## config.mk

```make
export PLATFORM = sky130hd
export DESIGN_NAME = qpt_regs
export DESIGN_NICKNAME = d
export VERILOG_FILES = /design/src/hdl/qpt_pkg.sv /design/src/hdl/qpt_regs.sv
export SDC_FILE = /design/constraint.sdc
export NUM_CORES = 1
export LEC_CHECK = 0
export ABC_CLOCK_PERIOD_IN_PS = 1800
export BUFFER_PORTS_ARGS = -buffer_cell sky130_fd_sc_hd__buf_2
export CAP_MARGIN = 0
export CELL_PAD_IN_SITES_DETAIL_PLACEMENT = 1
export CELL_PAD_IN_SITES_GLOBAL_PLACEMENT = 1
export CORE_MARGIN = 1.5
export CORE_UTILIZATION = 37
export CTS_CLUSTER_SIZE = 10
export DETAILED_ROUTE_END_ITERATION = 16
export PLACE_DENSITY_LB_ADDON = 0.1
export REMOVE_ABC_BUFFERS = 1
export SKIP_CTS_REPAIR_TIMING = 1
export SYNTH_ARGS = -nofsm -noshare
export SYNTH_HDL_FRONTEND = slang
export SYNTH_SLANG_ARGS = --single-unit
```

## constraint.sdc

```tcl
create_clock -name i_clk -period 1.8 [get_ports i_clk]
set_clock_uncertainty 0.15 [all_clocks]
set_input_delay 0.18 -clock i_clk [delete_from_list [all_inputs] [get_ports i_clk]]
set_output_delay 0.18 -clock i_clk [all_outputs]
set_load 0.1 [all_outputs]
```

## src/hdl/qpt_pkg.sv

```systemverilog
// Package for the quaternion point transform: field widths, register map and
// the stage-enable bundle shared by the pipeline modules. No dependencies.
package qpt_pkg;

    localparam int PT_W     = 24;           // Q12.12 coordinates and translation
    localparam int Q_W      = 16;           // Q2.14 quaternion, Q8.8 scale
    localparam int ADDR_W   = 5;            // eight 32-bit registers
    localparam int DATA_W   = 32;
    localparam int NSTAGE   = 7;            // register stages from input to output

    // Intermediate widths, sized for the worst case of every operand.
    localparam int SQ_W     = 2 * Q_W;      // w*w and friends
    localparam int PR_W     = Q_W + PT_W;   // 16 x 24 products
    localparam int S2_W     = SQ_W + 2;     // w*w - (x*x + y*y + z*z)
    localparam int D_W      = PR_W + 2;     // dot product of v and p
    localparam int C_W      = PR_W + 1;     // cross product component
    localparam int SP_W     = S2_W + PT_W;
    localparam int DV_W     = D_W + Q_W;
    localparam int WC_W     = C_W + Q_W;
    localparam int R_W      = SP_W + 3;     // rotated value, 40 fraction bits
    localparam int ROT_FRAC = 28;
    localparam int T_W      = R_W - ROT_FRAC + 2;  // rotated Q12.12 plus translation
    localparam int M_W      = T_W + Q_W;           // times scale, 20 fraction bits
    localparam int SCL_FRAC = 8;

    typedef enum logic [2:0] {
        REG_ROT_W   = 3'd0,
        REG_ROT_X   = 3'd1,
        REG_ROT_Y   = 3'd2,
        REG_ROT_Z   = 3'd3,
        REG_SHIFT_X = 3'd4,
        REG_SHIFT_Y = 3'd5,
        REG_SHIFT_Z = 3'd6,
        REG_SCALE   = 3'd7
    } t_reg_idx;

    typedef struct packed {
        logic signed [Q_W-1:0]  rot_w;
        logic signed [Q_W-1:0]  rot_x;
        logic signed [Q_W-1:0]  rot_y;
        logic signed [Q_W-1:0]  rot_z;
        logic signed [PT_W-1:0] shift_x;
        logic signed [PT_W-1:0] shift_y;
        logic signed [PT_W-1:0] shift_z;
        logic signed [Q_W-1:0]  scale;
    } t_cfg;

    // Per-stage load enables, index 0 is the stage nearest the input.
    typedef struct packed {
        logic [NSTAGE-1:0] ce;
    } t_flow;

    typedef logic signed [PT_W-1:0] t_coord;
    typedef logic signed [R_W-1:0]  t_rot;

endpackage

```

## src/hdl/qpt_regs.sv

```systemverilog
// Configuration register file behind an APB-style port.
// Depends on qpt_pkg for the register map and the configuration struct.
module qpt_regs (
    input  logic                       i_clk,
    input  logic                       i_rst_n,
    input  logic                       psel,
    input  logic                       penable,
    input  logic                       pwrite,
    input  logic [qpt_pkg::ADDR_W-1:0] paddr,
    input  logic [qpt_pkg::DATA_W-1:0] pwdata,
    output logic [qpt_pkg::DATA_W-1:0] prdata,
    output logic                       pready,
    output qpt_pkg::t_cfg              o_cfg
);
    import qpt_pkg::*;

    t_cfg     r_cfg;
    t_reg_idx w_idx;

    assign w_idx  = t_reg_idx'(paddr[ADDR_W-1:2]);
    assign pready = 1'b1;
    assign o_cfg  = r_cfg;

    always_ff @(posedge i_clk) begin
        if (!i_rst_n) begin
            r_cfg.rot_w   <= Q_W'(16384);
            r_cfg.rot_x   <= '0;
            r_cfg.rot_y   <= '0;
            r_cfg.rot_z   <= '0;
            r_cfg.shift_x <= '0;
            r_cfg.shift_y <= '0;
            r_cfg.shift_z <= '0;
            r_cfg.scale   <= Q_W'(256);
        end else if (psel && penable && pwrite) begin
            case (w_idx)
                REG_ROT_W:   r_cfg.rot_w   <= pwdata[Q_W-1:0];
                REG_ROT_X:   r_cfg.rot_x   <= pwdata[Q_W-1:0];
                REG_ROT_Y:   r_cfg.rot_y   <= pwdata[Q_W-1:0];
                REG_ROT_Z:   r_cfg.rot_z   <= pwdata[Q_W-1:0];
                REG_SHIFT_X: r_cfg.shift_x <= pwdata[PT_W-1:0];
                REG_SHIFT_Y: r_cfg.shift_y <= pwdata[PT_W-1:0];
                REG_SHIFT_Z: r_cfg.shift_z <= pwdata[PT_W-1:0];
                REG_SCALE:   r_cfg.scale   <= pwdata[Q_W-1:0];
                default: ;
            endcase
        end
    end

    always_comb begin
        case (w_idx)
            REG_ROT_W:   prdata = DATA_W'($unsigned(r_cfg.rot_w));
            REG_ROT_X:   prdata = DATA_W'($unsigned(r_cfg.rot_x));
            REG_ROT_Y:   prdata = DATA_W'($unsigned(r_cfg.rot_y));
            REG_ROT_Z:   prdata = DATA_W'($unsigned(r_cfg.rot_z));
            REG_SHIFT_X: prdata = DATA_W'($unsigned(r_cfg.shift_x));
            REG_SHIFT_Y: prdata = DATA_W'($unsigned(r_cfg.shift_y));
            REG_SHIFT_Z: prdata = DATA_W'($unsigned(r_cfg.shift_z));
            REG_SCALE:   prdata = DATA_W'($unsigned(r_cfg.scale));
            default:     prdata = '0;
        endcase
    end

endmodule

```

==> run summary <==
outcome -> finished with violations
failing checks -> negative setup slack
hold_ws -> 0.0404 ns
full die area -> 20500 µm²
io pins -> 227
critical path fanouts, max -> 3
share of layout cells above drive strength 1 -> 35.3%
initial antenna violation count -> 0
fill count -> 2351
reg-to-reg slack, setup -> 0.83 ns
Sink Count -> 152
DR iter-0 viols -> 335
Post-Syn Area per Cell -> 8.16 µm²
row cnt -> 51
sequential power share -> 41.1%
WS Path Type -> reg2out
fin util -> 54.0%
Yosys reg bits -> 152
largest net degree at the start of global routing -> 64
final hold viol count -> 0
Cell Int Power -> 6.03 mW
Die Ht -> 143 µm
CTS Buffer Depth -> 2
commonest non-fill, non-tap cell in the layout -> nand2_1
Total GRT Usage -> 26.7%
core area -> 19400 µm²
routed via count -> 7254
RSZ-0062 raised after global routing -> yes
# setup viols final -> 16
CP required -> 1.47 ns
DR top layer -> met4
PD cells -> 792 nW/µm²
DRT Wirelength -> 27900 µm
async set or reset register ratio after synthesis -> 0%
Logic pwr share -> 14.4%
DRC Markers -> 0
port buffer count -> 207
setup ws final -> -0.297 ns
drt pass-1 iters -> 4
H-Tree Depth -> 4
P_leak -> 4.45 nW
GP Congestion -> 0.814
mapped cell area -> 7290 µm²
Worst-Skew Late Latency -> 0.42 ns
Via density -> 5.09
Final Cycle Share -> 116%
Detail Route met2 WL -> 13500 µm
clock-pin slew on the worst setup and hold paths -> 0.06 ns
EDFF count, synth -> 0
YS warnings -> 0
wl on met1 -> 12000 µm
Nets -> 1188
type of origin of the critical path -> register
VDD IR-drop max -> 669 µV
WL per Instance -> 19.6 µm
Cell variety after synth -> 37
CP Capture Type -> output port
synth-to-layout area growth -> 43.9%
post-synthesis sequential area ratio -> 41.8%
Period minus WS final -> 2.10 ns
Rel. slew slack -> 64.5%
min-delay worst type -> in2reg
Max Fclk -> 477 MHz
Starting Density -> 37.6%
vias in the first global route -> 7082
commonest non-fill, non-tap cells in the layout -> nand2_1 (297), buf_2 (180), dfxtp_1 (134)
Final Non-Filler Cells -> 1424
Syn Inst Count -> 893
Main synth FF type -> dfxtp_1
post-route ant nets -> 0
CTS tree -> built
Clock Tree Root -> clkbuf_16
measured slew at the worst slew-check pin -> 0.532 ns
dpl cells -> 1353
Crit path arrival time -> 1.77 ns
number of max-cap violations -> 0
Net Sw Frac -> 27.4%
first-pass GRT wire length -> 41100 µm
Net Sw Power -> 2.28 mW
dpl hpwl -> 19100 µm
R2R depth -> 3
Die Wd -> 143 µm
max reg flops -> 152
DR WL met3 -> 1840 µm
CTS Buf Count -> 17
Slew Viols, Final -> 0
GRT Residual Overflow -> 0
clock share of power -> 44.6%
diodes inserted -> 0
WHS Path Cells -> 2
[cells in the mapped netlist (3+ instances only)]
master / n / area, µm²
or3_1: 3 / 18.8
a21boi_0: 63 / 473
or2_1: 3 / 18.8
mux2_2: 5 / 56.3
a221oi_1: 30 / 263
a22o_1: 15 / 131
buf_2: 32 / 160
dfxtp_1: 152 / 3040
nor2_2: 4 / 25.0
nor2b_1: 3 / 18.8
a21boi_1: 87 / 653
and2_1: 8 / 50.1
clkbuf_1: 33 / 124
mux2_4: 10 / 150
nor2_1: 34 / 128
nand2_1: 297 / 1110
o21ai_0: 24 / 120
inv_1: 17 / 63.8
buf_4: 22 / 165
mux2i_1: 26 / 260
buf_8: 3 / 45.0
[metal layers]
layer,global-route usage (%),up-vias
met3,5.93,28
met4,8.11,0
met1,33.2,3563
met2,46.2,209
met5,0,-
li1,-,3454
[worst paths after layout]
path                  start   endpoint
setup / recovery  o_cfg[43]  prdata[3]
hold / removal      i_rst_n   o_cfg[6]
setup reg to reg  o_cfg[43]  o_cfg[43]
hold reg to reg   o_cfg[44]  o_cfg[44]
[metrics by stage]
step,power (mW),TNS [ns],cell area [µm²],setup slack (ns)
after global routing,8.56,-4.79,10500,-0.357
final,8.31,-3.68,10500,-0.297
after CTS,8.27,-4.75,9910,-0.318
after floorplan,4.09,-26.22,6780,-1.38
after global placement,4.58,-7.93,9300,-0.162
after detailed placement,4.58,-10.52,9300,-0.201
[power by group through the flow]
stage	Combinational [mW]	Clock (mW)	Sequential, mW
detailed placement	1.10	0	3.48
finish	1.19	3.70	3.41
global placement	1.09	0	3.48
floorplan	0.429	0	3.66
CTS	1.10	3.76	3.41
global route	1.25	3.91	3.41
[area by class of cell]
cell class / instances / area [µm²] / share of cell area [%]
Multi-Input combinational cell: 636 / 3860 / 36.9
Sequential cell: 152 / 3070 / 29.2
Timing Repair Buffer: 322 / 2550 / 24.3
Clock buffer: 21 / 460 / 4.39
Tap cell: 265 / 332 / 3.16
Clock inverter: 11 / 148 / 1.41
Inverter: 17 / 63.8 / 0.609
[cell families (layout without fill, tap and decap cells)]
logic type             after synthesis  after routing  synth area share [%]
other                                2              9                 0.103
and+or+nand+nor                    365            365                  20.8
muxes                               41             41                  6.40
DFF                                152            152                  41.8
buffers and inverters              112            371                  8.14
AOI/OAI and AO/OA                  221            221                  22.8
[critical path: stages, from the launching register on]
cell and delay, ns:
dfxtp_2 0.33, mux2_4 0.26, a22o_1 0.20, a221oi_2 0.28
nor2_2 0.10, buf_12 0.17
(Power assumes the default switching activity.)
