**config.mk**
```make
export PLATFORM = sky130hd
export DESIGN_NAME = qpt_flow
export DESIGN_NICKNAME = d
export VERILOG_FILES = /design/src/hdl/qpt_pkg.sv /design/src/hdl/qpt_flow.sv
export SDC_FILE = /design/constraint.sdc
export NUM_CORES = 1
export LEC_CHECK = 0
export ABC_AREA = 1
export BUFFER_PORTS_ARGS = -buffer_cell sky130_fd_sc_hd__buf_2
export CORE_AREA = 2 2 39 41
export DETAILED_ROUTE_END_ITERATION = 7
export DIE_AREA = 0 0 41 43
export GPL_TIMING_DRIVEN = 0
export HOLD_SLACK_MARGIN = 0.08
export PLACE_DENSITY = 0.45
export SETUP_SLACK_MARGIN = 0.5
export SYNTH_ARGS = -nofsm -noshare
export SYNTH_HDL_FRONTEND = slang
export SYNTH_SLANG_ARGS = --single-unit
```
**constraint.sdc**
```tcl
create_clock -name i_clk -period 0.9 [get_ports i_clk]
set_clock_uncertainty 0.1 [all_clocks]
set_input_delay 0.045 -clock i_clk [delete_from_list [all_inputs] [get_ports i_clk]]
set_output_delay 0.045 -clock i_clk [all_outputs]
set_load 0.02 [all_outputs]
```
**src/hdl/qpt_pkg.sv**
```systemverilog
// Package for the quaternion point transform: field widths, register map and
// the stage-enable bundle shared by the pipeline modules. No dependencies.
package qpt_pkg;

    localparam int PT_W     = 24;           // Q12.12 coordinates and translation
    localparam int Q_W      = 16;           // Q2.14 quaternion, Q8.8 scale
    localparam int ADDR_W   = 5;            // eight 32-bit registers
    localparam int DATA_W   = 32;
    localparam int NSTAGE   = 7;            // register stages from input to output

    // Intermediate widths, sized for the worst case of every operand.
    localparam int SQ_W     = 2 * Q_W;      // w*w and friends
    localparam int PR_W     = Q_W + PT_W;   // 16 x 24 products
    localparam int S2_W     = SQ_W + 2;     // w*w - (x*x + y*y + z*z)
    localparam int D_W      = PR_W + 2;     // dot product of v and p
    localparam int C_W      = PR_W + 1;     // cross product component
    localparam int SP_W     = S2_W + PT_W;
    localparam int DV_W     = D_W + Q_W;
    localparam int WC_W     = C_W + Q_W;
    localparam int R_W      = SP_W + 3;     // rotated value, 40 fraction bits
    localparam int ROT_FRAC = 28;
    localparam int T_W      = R_W - ROT_FRAC + 2;  // rotated Q12.12 plus translation
    localparam int M_W      = T_W + Q_W;           // times scale, 20 fraction bits
    localparam int SCL_FRAC = 8;

    typedef enum logic [2:0] {
        REG_ROT_W   = 3'd0,
        REG_ROT_X   = 3'd1,
        REG_ROT_Y   = 3'd2,
        REG_ROT_Z   = 3'd3,
        REG_SHIFT_X = 3'd4,
        REG_SHIFT_Y = 3'd5,
        REG_SHIFT_Z = 3'd6,
        REG_SCALE   = 3'd7
    } t_reg_idx;

    typedef struct packed {
        logic signed [Q_W-1:0]  rot_w;
        logic signed [Q_W-1:0]  rot_x;
        logic signed [Q_W-1:0]  rot_y;
        logic signed [Q_W-1:0]  rot_z;
        logic signed [PT_W-1:0] shift_x;
        logic signed [PT_W-1:0] shift_y;
        logic signed [PT_W-1:0] shift_z;
        logic signed [Q_W-1:0]  scale;
    } t_cfg;

    // Per-stage load enables, index 0 is the stage nearest the input.
    typedef struct packed {
        logic [NSTAGE-1:0] ce;
    } t_flow;

    typedef logic signed [PT_W-1:0] t_coord;
    typedef logic signed [R_W-1:0]  t_rot;

endpackage

```
**src/hdl/qpt_flow.sv**
```systemverilog
// Valid bits and load enables of the seven-stage pipeline; a stage loads
// when it is empty or when the stage after it loads. Depends on qpt_pkg.
module qpt_flow (
    input  logic           i_clk,
    input  logic           i_rst_n,
    input  logic           i_s_tvalid,
    input  logic           i_m_tready,
    output logic           o_s_tready,
    output logic           o_m_tvalid,
    output qpt_pkg::t_flow o_flow
);
    import qpt_pkg::*;

    logic [NSTAGE-1:0] r_vld;
    logic [NSTAGE-1:0] n_vld;
    logic [NSTAGE-1:0] w_ce;

    always_comb begin
        w_ce[NSTAGE-1] = !r_vld[NSTAGE-1] || i_m_tready;
        for (int k = NSTAGE - 2; k >= 0; k--) begin
            w_ce[k] = !r_vld[k] || w_ce[k+1];
        end
    end

    always_comb begin
        n_vld[0] = w_ce[0] ? i_s_tvalid : r_vld[0];
        for (int k = 1; k < NSTAGE; k++) begin
            n_vld[k] = w_ce[k] ? r_vld[k-1] : r_vld[k];
        end
    end

    always_ff @(posedge i_clk) begin
        if (!i_rst_n) begin
            r_vld <= '0;
        end else begin
            r_vld <= n_vld;
        end
    end

    assign o_flow.ce  = w_ce;
    assign o_s_tready = w_ce[0];
    assign o_m_tvalid = r_vld[NSTAGE-1];

endmodule

```
==> reports/qor.csv, run 1 <==
metric;value;unit
DRC Markers;0;
I/O Pins;13;
CTS Root Cell;clkbuf_4;
# diodes;0;
vias in the first global route;305;
Post-synth top flop;dfxtp_1;
DR WL/cell;9.18;µm
worst relative slew slack;82.4;%
# clock sinks;7;
row cnt;14;
Cells after Synth;34;
min-delay src;i_s_tvalid;
Critical Path Start;r_vld[6];
Max clock buf depth;2;
Bufs and invs on worst path;2;
Max Cap Violations;0;
Seq/Total Area, Yosys;47.5;%
DP Worst Slack;-364;ps
TritonCTS Buffers;3;
beginning of the worst register-to-register path;r_vld[6];
Crit path required time;750;ps
warnings from Yosys;0;
Setup violations, final;16;
Worst Hold Class;input pin to flop;
Largest Register;r_vld;
Syn Nets;38;
crit path max-delay cell type;dfxtp_4;
CP cell instances;nand4_4 -> nor2_4 -> buf_4 -> nand3_2 -> buf_6;
ranking of synthesized cells by area;dfxtp_1 (47%), inv_1 (13%), nand4_4 (7.2%), a21oi_1 (6.8%), nor2_1 (6.4%);
fraction of registers with async set/reset;0;%
final hold violations;2;
Clock Latency Late Sink;250;ps
first-pass GRT wire length;1160;µm
P&R area growth vs syn;78.4;%
unrepaired setup endpoints after global routing;true;
Avg Vias per Cell;4.01;
biggest regs;r_vld x7;
largest net degree at the start of global routing;8;
Core ar.;1380;µm²
largest delay contributor family on the critical path;flip-flops;
Die H;43;µm
port bufs;12;
crit share post-route;151;%
die area;1760;µm²
chip width;41;µm
crit start category;flop;
violated checks;hold timing, setup timing;
clock-pin slew on the worst setup and hold paths;50;ps
Syn Area/Cell;8.68;µm²
PD cells;1210;nW/µm²
worst path arrival time;1210;ps
Lkg Pwr;0.230;nW
Synth top cells by count;inv_1 (10), dfxtp_1 (7), nor2_1 (5);
maximum VDD drop;0.614;mV
worst-margin pin slew;263;ps
Fin Hold WS;-62.5;ps
maximum clock frequency;736;MHz
Initial Utilization;21.3;%
H-tree depth;1;
Routed WL;679;µm
final max-slew violation count;0;
status;finished, violations left;
initial antenna violation count;0;
GR Overflow Total;0;
max reg flops;7;
Area after DPL;400;µm²
Critical Path Max Stage Delay;360;ps
synthesized area;295;µm²
Total Routing Usage GR;9.96;%
post-synthesis register bit count;7;
Post-layout nets;63;
Yosys top cell by area;dfxtp_1;
GPL Wtd Cong;0.539;
DP HPWL;432;µm
worst setup path class;flop to output pin;
DR pass1 iterations;1;
CTS tree;yes;
Iter 0 DRT Violations;0;
antenna-violating nets left;0;
Unique masters post-synth;11;
critical-path maximum fanout;3;
top-count cell post-synth;inv_1;
Post-Layout Inst Area;527;µm²
layout cells sized above 1;65.5;%
final worst setup slack;-458;ps
Final Power;0.635;mW
Via Count;297;
worst reg2reg setup slack;-220;ps
minimum clock period after layout;1360;ps
Synth top area share;47.5;%
EDFF count, synth;0;
element type at the critical path end;output pin;
cell usage in the layout, fill, tap and decap left out, types with 2 or more instances in the layout:
cell      instances
dfxtp_4           2
inv_1             9
a21oi_2           3
buf_2             8
nor2_1            4
buf_6             6
buf_4             7
nand2_2           2
nand4_4           2
clkbuf_4          3
a21oi_1           2
dfxtp_1           4
timing repair:
action	CTS	global route
gates resized for setup	10	3
setup buffers	7	1
hold endpoints to repair	6	4
pin swaps	2	0
endpoints found under the setup margin	16	16
kinds of logic (layout without fill, tap and decap cells):
logic type / count (synthesis) / after routing / share of synthesized area (%)
AO/OA/AOI/OAI: 5 / 5 / 9.75
AND/OR/NAND/NOR: 11 / 11 / 27.5
buffers and inverters: 11 / 35 / 15.3
flip-flops: 7 / 7 / 47.5
worst paths after layout:
check                            endpoint  cells after the start
worst min register to register   r_vld[4]                      2
worst max-delay path            o_flow[1]                      5
worst min-delay path             r_vld[0]                      3
worst max register to register   r_vld[1]                      5
final cells by class:
type,count,area (µm²)
repair buffers,20,149
inverters,10,37.5
well taps,16,20.0
fillers,159,857
clock buffers,4,26.3
plain buffers,1,11.3
flip-flops and latches,7,149
multi-input cells,16,134
per-stage QoR:
step                hold slack, ps  TNS, ps  std cells  utilization [%]
finish                       -62.5    -4240         74             38.1
global route                 -57.7    -5400         74             38.1
CTS                          -69.3    -4350         73             36.7
detailed placement             196    -2000         62             28.9
global placement               193    -1860         62             28.9
floorplan                     89.3    -1980         34                -
per-layer routing:
layer | up-vias | share of wire (%) | track usage, %
met5 | - | 0 | 0
met1 | 137 | 39 | 10.7
met2 | 10 | 54 | 16.9
li1 | 150 | - | -
met4 | 0 | 0 | 4.00
met3 | 0 | 5.9 | 3.14
power breakdown:
group	internal [mW]	leakage, nW	total, mW	switching (mW)
Clock	0.169	0.0150	0.287	0.118
Sequential	0.312	0.0591	0.320	0.00827
Combinational	0.0117	0.156	0.0283	0.0166
worst register-to-register path, stage by stage, from the launching register on:
cell and delay [ps]:
dfxtp_4 360, nand4_4 110, nor2_4 140, buf_4 130, nand3_2 80, a21oi_2 140
Note: power is estimated with default switching activity, not from simulation.
==> run 2: changes to the inputs <==
--- a/config.mk
+++ b/config.mk
@@ -14,6 +14,7 @@
 export HOLD_SLACK_MARGIN = 0.08
 export PLACE_DENSITY = 0.45
 export SETUP_SLACK_MARGIN = 0.5
+export SKIP_CTS_REPAIR_TIMING = 1
 export SYNTH_ARGS = -nofsm -noshare
 export SYNTH_HDL_FRONTEND = slang
 export SYNTH_SLANG_ARGS = --single-unit
==> reports/qor.csv, run 2 (synthesized netlist as in run 1, its figures left out) <==
metric;value;unit
initial antenna violation count;0;
H-tree depth;1;
CTS Root Cell;clkbuf_4;
antenna-violating nets left;0;
crit path max-delay cell type;dfxtp_4;
critical-path maximum fanout;3;
element type at the critical path end;output pin;
DR pass1 iterations;1;
final core occ;37.8;%
largest delay contributor family on the critical path;flip-flops;
# clock sinks;7;
port bufs;12;
most frequent cells in the layout;inv_1 (9), buf_2 (8), buf_6 (6), buf_4 (6);
TritonCTS Buffers;3;
Largest Register;r_vld;
sw power;0.143;mW
GPL Wtd Cong;0.539;
Core ar.;1380;µm²
unrepaired setup endpoints after global routing;true;
Die H;43;µm
die area;1760;µm²
minimum clock period after layout;1390;ps
crit start category;flop;
Avg Vias per Cell;3.97;
Final Power;0.635;mW
chip width;41;µm
Bufs and invs on worst path;2;
Total Routing Usage GR;8.35;%
max reg flops;7;
violated checks;hold timing, setup timing;
maximum clock frequency;720;MHz
Sw Share;22.5;%
Max Cap Violations;0;
Setup violations, final;15;
Max clock buf depth;2;
status;finished, violations left;
Via Count;290;
worst reg2reg setup slack;-250;ps
maximum VDD drop;0.594;mV
biggest regs;r_vld x7;
row cnt;14;
final hold violations;1;
Lkg Pwr;0.226;nW
DP HPWL;432;µm
GR Overflow Total;0;
worst-margin pin slew;275;ps
Clock Latency Late Sink;250;ps
Critical Path Max Stage Delay;360;ps
commonest non-fill, non-tap cell in the layout;inv_1;
Sequential Power Share;50.4;%
P_int;0.492;mW
Initial Utilization;21.3;%
Crit path required time;750;ps
vias in the first global route;256;
CTS tree;yes;
# diodes;0;
combinational group share of total power;4.5;%
Iter 0 DRT Violations;0;
largest net degree at the start of global routing;8;
first-pass GRT wire length;959;µm
Fillers;158;
Fin Hold WS;-70.7;ps
layout cells sized above 1;66.7;%
crit share post-route;154;%
final worst setup slack;-488;ps
Routed WL;642;µm
Worst Hold Class;input pin to flop;
I/O Pins;13;
CP cell instances;nand4_4 -> nor2_4 -> buf_4 -> nand3_2 -> buf_6;
worst setup path class;flop to output pin;
worst path arrival time;1240;ps
clock-pin slew on the worst setup and hold paths;50;ps
DR WL/cell;8.79;µm
P&R area growth vs syn;77.1;%
worst relative slew slack;81.7;%
Clk network pwr share;45.1;%
PD cells;1210;nW/µm²
Fin Setup TNS;-3940;ps
DRC Markers;0;
Post-layout nets;62;
final max-slew violation count;0;
## run 2: cell types whose count changed in the layout (fill, tap and decap cells not counted), sizes merged
cell,before,now
buf,21,20
## run 2: final cells by class
cell class	count	area, µm²	share of cell area [%]
Inverter	10	37.5	7.18
Clock buffer	4	26.3	5.02
Multi-Input combinational cell	16	138	26.3
Sequential cell	7	149	28.5
Tap cell	16	20.0	3.83
Buffer	1	11.3	2.15
Timing Repair Buffer	19	141	27.0
## run 2: through the flow
stage                     cells  cell area, µm²  setup slack (ps)  hold slack [ps]
final                        73             523              -488            -70.7
after global routing         73             523              -545            -58.2
after CTS                    66             427              -643            -69.2
after detailed placement     62             400              -364              196
after global placement       62             400              -358              193
after floorplan              34             320              -329             89.3
## run 2: worst paths after layout
path	from	cells past startpoint	end
hold reg to reg	r_vld[5]	2	r_vld[6]
setup / recovery	r_vld[6]	5	o_flow[1]
setup reg to reg	r_vld[6]	5	r_vld[1]
hold / removal	i_s_tvalid	3	r_vld[0]
## run 2: worst register-to-register path, delay by kind of cell, from the launching register on
kind | cells | cell delay, ps
AO/OA/AOI/OAI | 1 | 140
AND/OR/NAND/NOR | 3 | 340
flip-flops | 1 | 360
buffers and inverters | 1 | 140
## run 2: layer usage
metal,global-route usage [%],part of all wire (%),up-vias
li1,-,-,149
met3,3.14,6.1,0
met4,4.00,0,0
met5,0,0,-
met2,13.1,57,10
met1,9.39,37,131
## run 2: power groups by stage
stage | registers (mW) | logic, mW | clock network (mW)
6_report | 0.320 | 0.0285 | 0.286
5_1_grt | 0.320 | 0.0327 | 0.327
4_1_cts | 0.323 | 0.0248 | 0.300
3_5_place_dp | 0.329 | 0.0246 | 0
3_3_place_gp | 0.329 | 0.0241 | 0
2_1_floorplan | 0.329 | 0.0141 | 0
==> run 3: changes to the inputs <==
--- a/config.mk
+++ b/config.mk
@@ -8,6 +8,7 @@
 export ABC_AREA = 1
 export BUFFER_PORTS_ARGS = -buffer_cell sky130_fd_sc_hd__buf_2
 export CORE_AREA = 2 2 39 41
+export CTS_CLUSTER_SIZE = 16
 export DETAILED_ROUTE_END_ITERATION = 7
 export DIE_AREA = 0 0 41 43
 export GPL_TIMING_DRIVEN = 0
@@ -18,3 +19,4 @@
 export SYNTH_ARGS = -nofsm -noshare
 export SYNTH_HDL_FRONTEND = slang
 export SYNTH_SLANG_ARGS = --single-unit
+export TNS_END_PERCENT = 50
==> reports/qor.csv, run 3 (synthesized netlist as in run 1, its figures left out) <==
metric;value;unit
I/O Pins;13;
final max-slew violation count;0;
largest net degree at the start of global routing;8;
first-pass GRT wire length;931;µm
Post-layout nets;58;
# clock sinks;7;
# diodes;0;
sw power;0.136;mW
Area after DPL;400;µm²
Critical Path Start;r_vld[6];
largest delay contributor family on the critical path;flip-flops;
cell count after placement;62;
DRC Markers;0;
Fin Setup TNS;-3510;ps
commonest non-fill, non-tap cell in the layout;inv_1;
Total Routing Usage GR;8.14;%
Critical Path Max Stage Delay;360;ps
Worst Hold Class;input pin to flop;
DR pass1 iterations;2;
die area;1760;µm²
DP Worst Slack;-353;ps
Hold EP;r_vld[0];
biggest regs;r_vld x7;
row cnt;14;
worst-margin pin slew;250;ps
Crit path required time;750;ps
DR WL met3;55;µm
Routed WL;530;µm
Setup violations, final;13;
worst relative slew slack;83.3;%
Largest Register;r_vld;
final worst setup slack;-463;ps
worst r2r path cells;5;
CTS tree;yes;
violated checks;hold timing, setup timing;
DR WL/cell;7.68;µm
Avg Vias per Cell;3.90;
Bufs and invs on worst path;2;
Max Cap Violations;0;
CTS Root Cell;clkbuf_4;
layout cells sized above 1;58.5;%
worst path arrival time;1220;ps
Sequential Power Share;51.0;%
Iter 0 DRT Violations;2;
Lkg Pwr;0.202;nW
most frequent cells in the layout;inv_1 (10), buf_2 (9), nor2_1 (4), buf_4 (4), dfxtp_1 (4);
Post-Layout Inst Area;472;µm²
crit path max-delay cell type;dfxtp_4;
initial antenna violation count;0;
GR Overflow Total;0;
Initial Utilization;21.3;%
crit start category;flop;
combinational group share of total power;4.0;%
beginning of the worst register-to-register path;r_vld[6];
CP cell instances;nand4_4 -> nor2_4 -> nand4_4 -> buf_6 -> buf_6;
status;finished, violations left;
critical-path maximum fanout;3;
PD cells;1330;nW/µm²
Final Power;0.628;mW
top routing layer used;met4;
Sw Share;21.7;%
worst reg2reg setup slack;-230;ps
wl on met1;228;µm
chip width;41;µm
Via Count;269;
P&R area growth vs syn;59.7;%
final core occ;34.1;%
Clk network pwr share;45.0;%
GPL Wtd Cong;0.558;
vias in the first global route;245;
unrepaired setup endpoints after global routing;true;
Die H;43;µm
min-delay src;i_s_tvalid;
Core ar.;1380;µm²
Max clock buf depth;2;
Hold Crit Depth;3;
element type at the critical path end;output pin;
port bufs;12;
WL met2;232;µm
final hold violations;2;
minimum clock period after layout;1360;ps
P_int;0.491;mW
maximum clock frequency;733;MHz
worst setup path class;flop to output pin;
worst reg2reg endpoint;r_vld[0];
crit share post-route;151;%
DP HPWL;405;µm
antenna-violating nets left;0;
Fin Hold WS;-60.6;ps
H-tree depth;1;
clock-pin slew on the worst setup and hold paths;50;ps
maximum VDD drop;0.725;mV
final std cells w/o fill;69;
stages on the worst setup path;5;
Clock Latency Late Sink;250;ps
max reg flops;7;
TritonCTS Buffers;3;
==> run 3: cell count changes in the layout (fill, tap and decap cells not counted), sizes merged <==
| cell | change |
|---|---|
| buf | -4 |
==> run 3: layer usage <==
layer | vias to the layer above | GRT usage, %
met5 | - | 0
met4 | 0 | 8.00
met3 | 2 | 3.66
met2 | 13 | 10.0
met1 | 112 | 9.68
li1 | 142 | -
==> run 3: power by group through the flow <==
| stage | Sequential [mW] | Combinational, mW | Clock, mW |
|---|---|---|---|
| 6_report | 0.320 | 0.0250 | 0.283 |
| 5_1_grt | 0.320 | 0.0291 | 0.327 |
| 4_1_cts | 0.322 | 0.0246 | 0.304 |
| 3_5_place_dp | 0.329 | 0.0245 | 0 |
| 3_3_place_gp | 0.330 | 0.0244 | 0 |
| 2_1_floorplan | 0.329 | 0.0142 | 0 |
==> run 3: worst reg2reg max path: stages (launching register included) <==
cell and delay (ps):
dfxtp_4 360, nand4_4 120, nor2_4 140, nand4_4 100, buf_4 160, a21oi_2 90
==> run 3: worst max path at each step <==
stage | to | slack, ps
after floorplan | o_flow[0] | -330
final | o_flow[0] | -460
after global placement | o_flow[0] | -360
after detailed placement | o_flow[0] | -350
after global routing | o_flow[1] | -540
after CTS | o_flow[0] | -640
==> run 3: final cells by class <==
cell class	instances	area (µm²)
Fill cell	152	912
Clock buffer	4	26.3
Multi-Input combinational cell	16	130
Inverter	10	37.5
Tap cell	16	20.0
Timing Repair Buffer	15	97.6
Buffer	1	11.3
Sequential cell	7	149
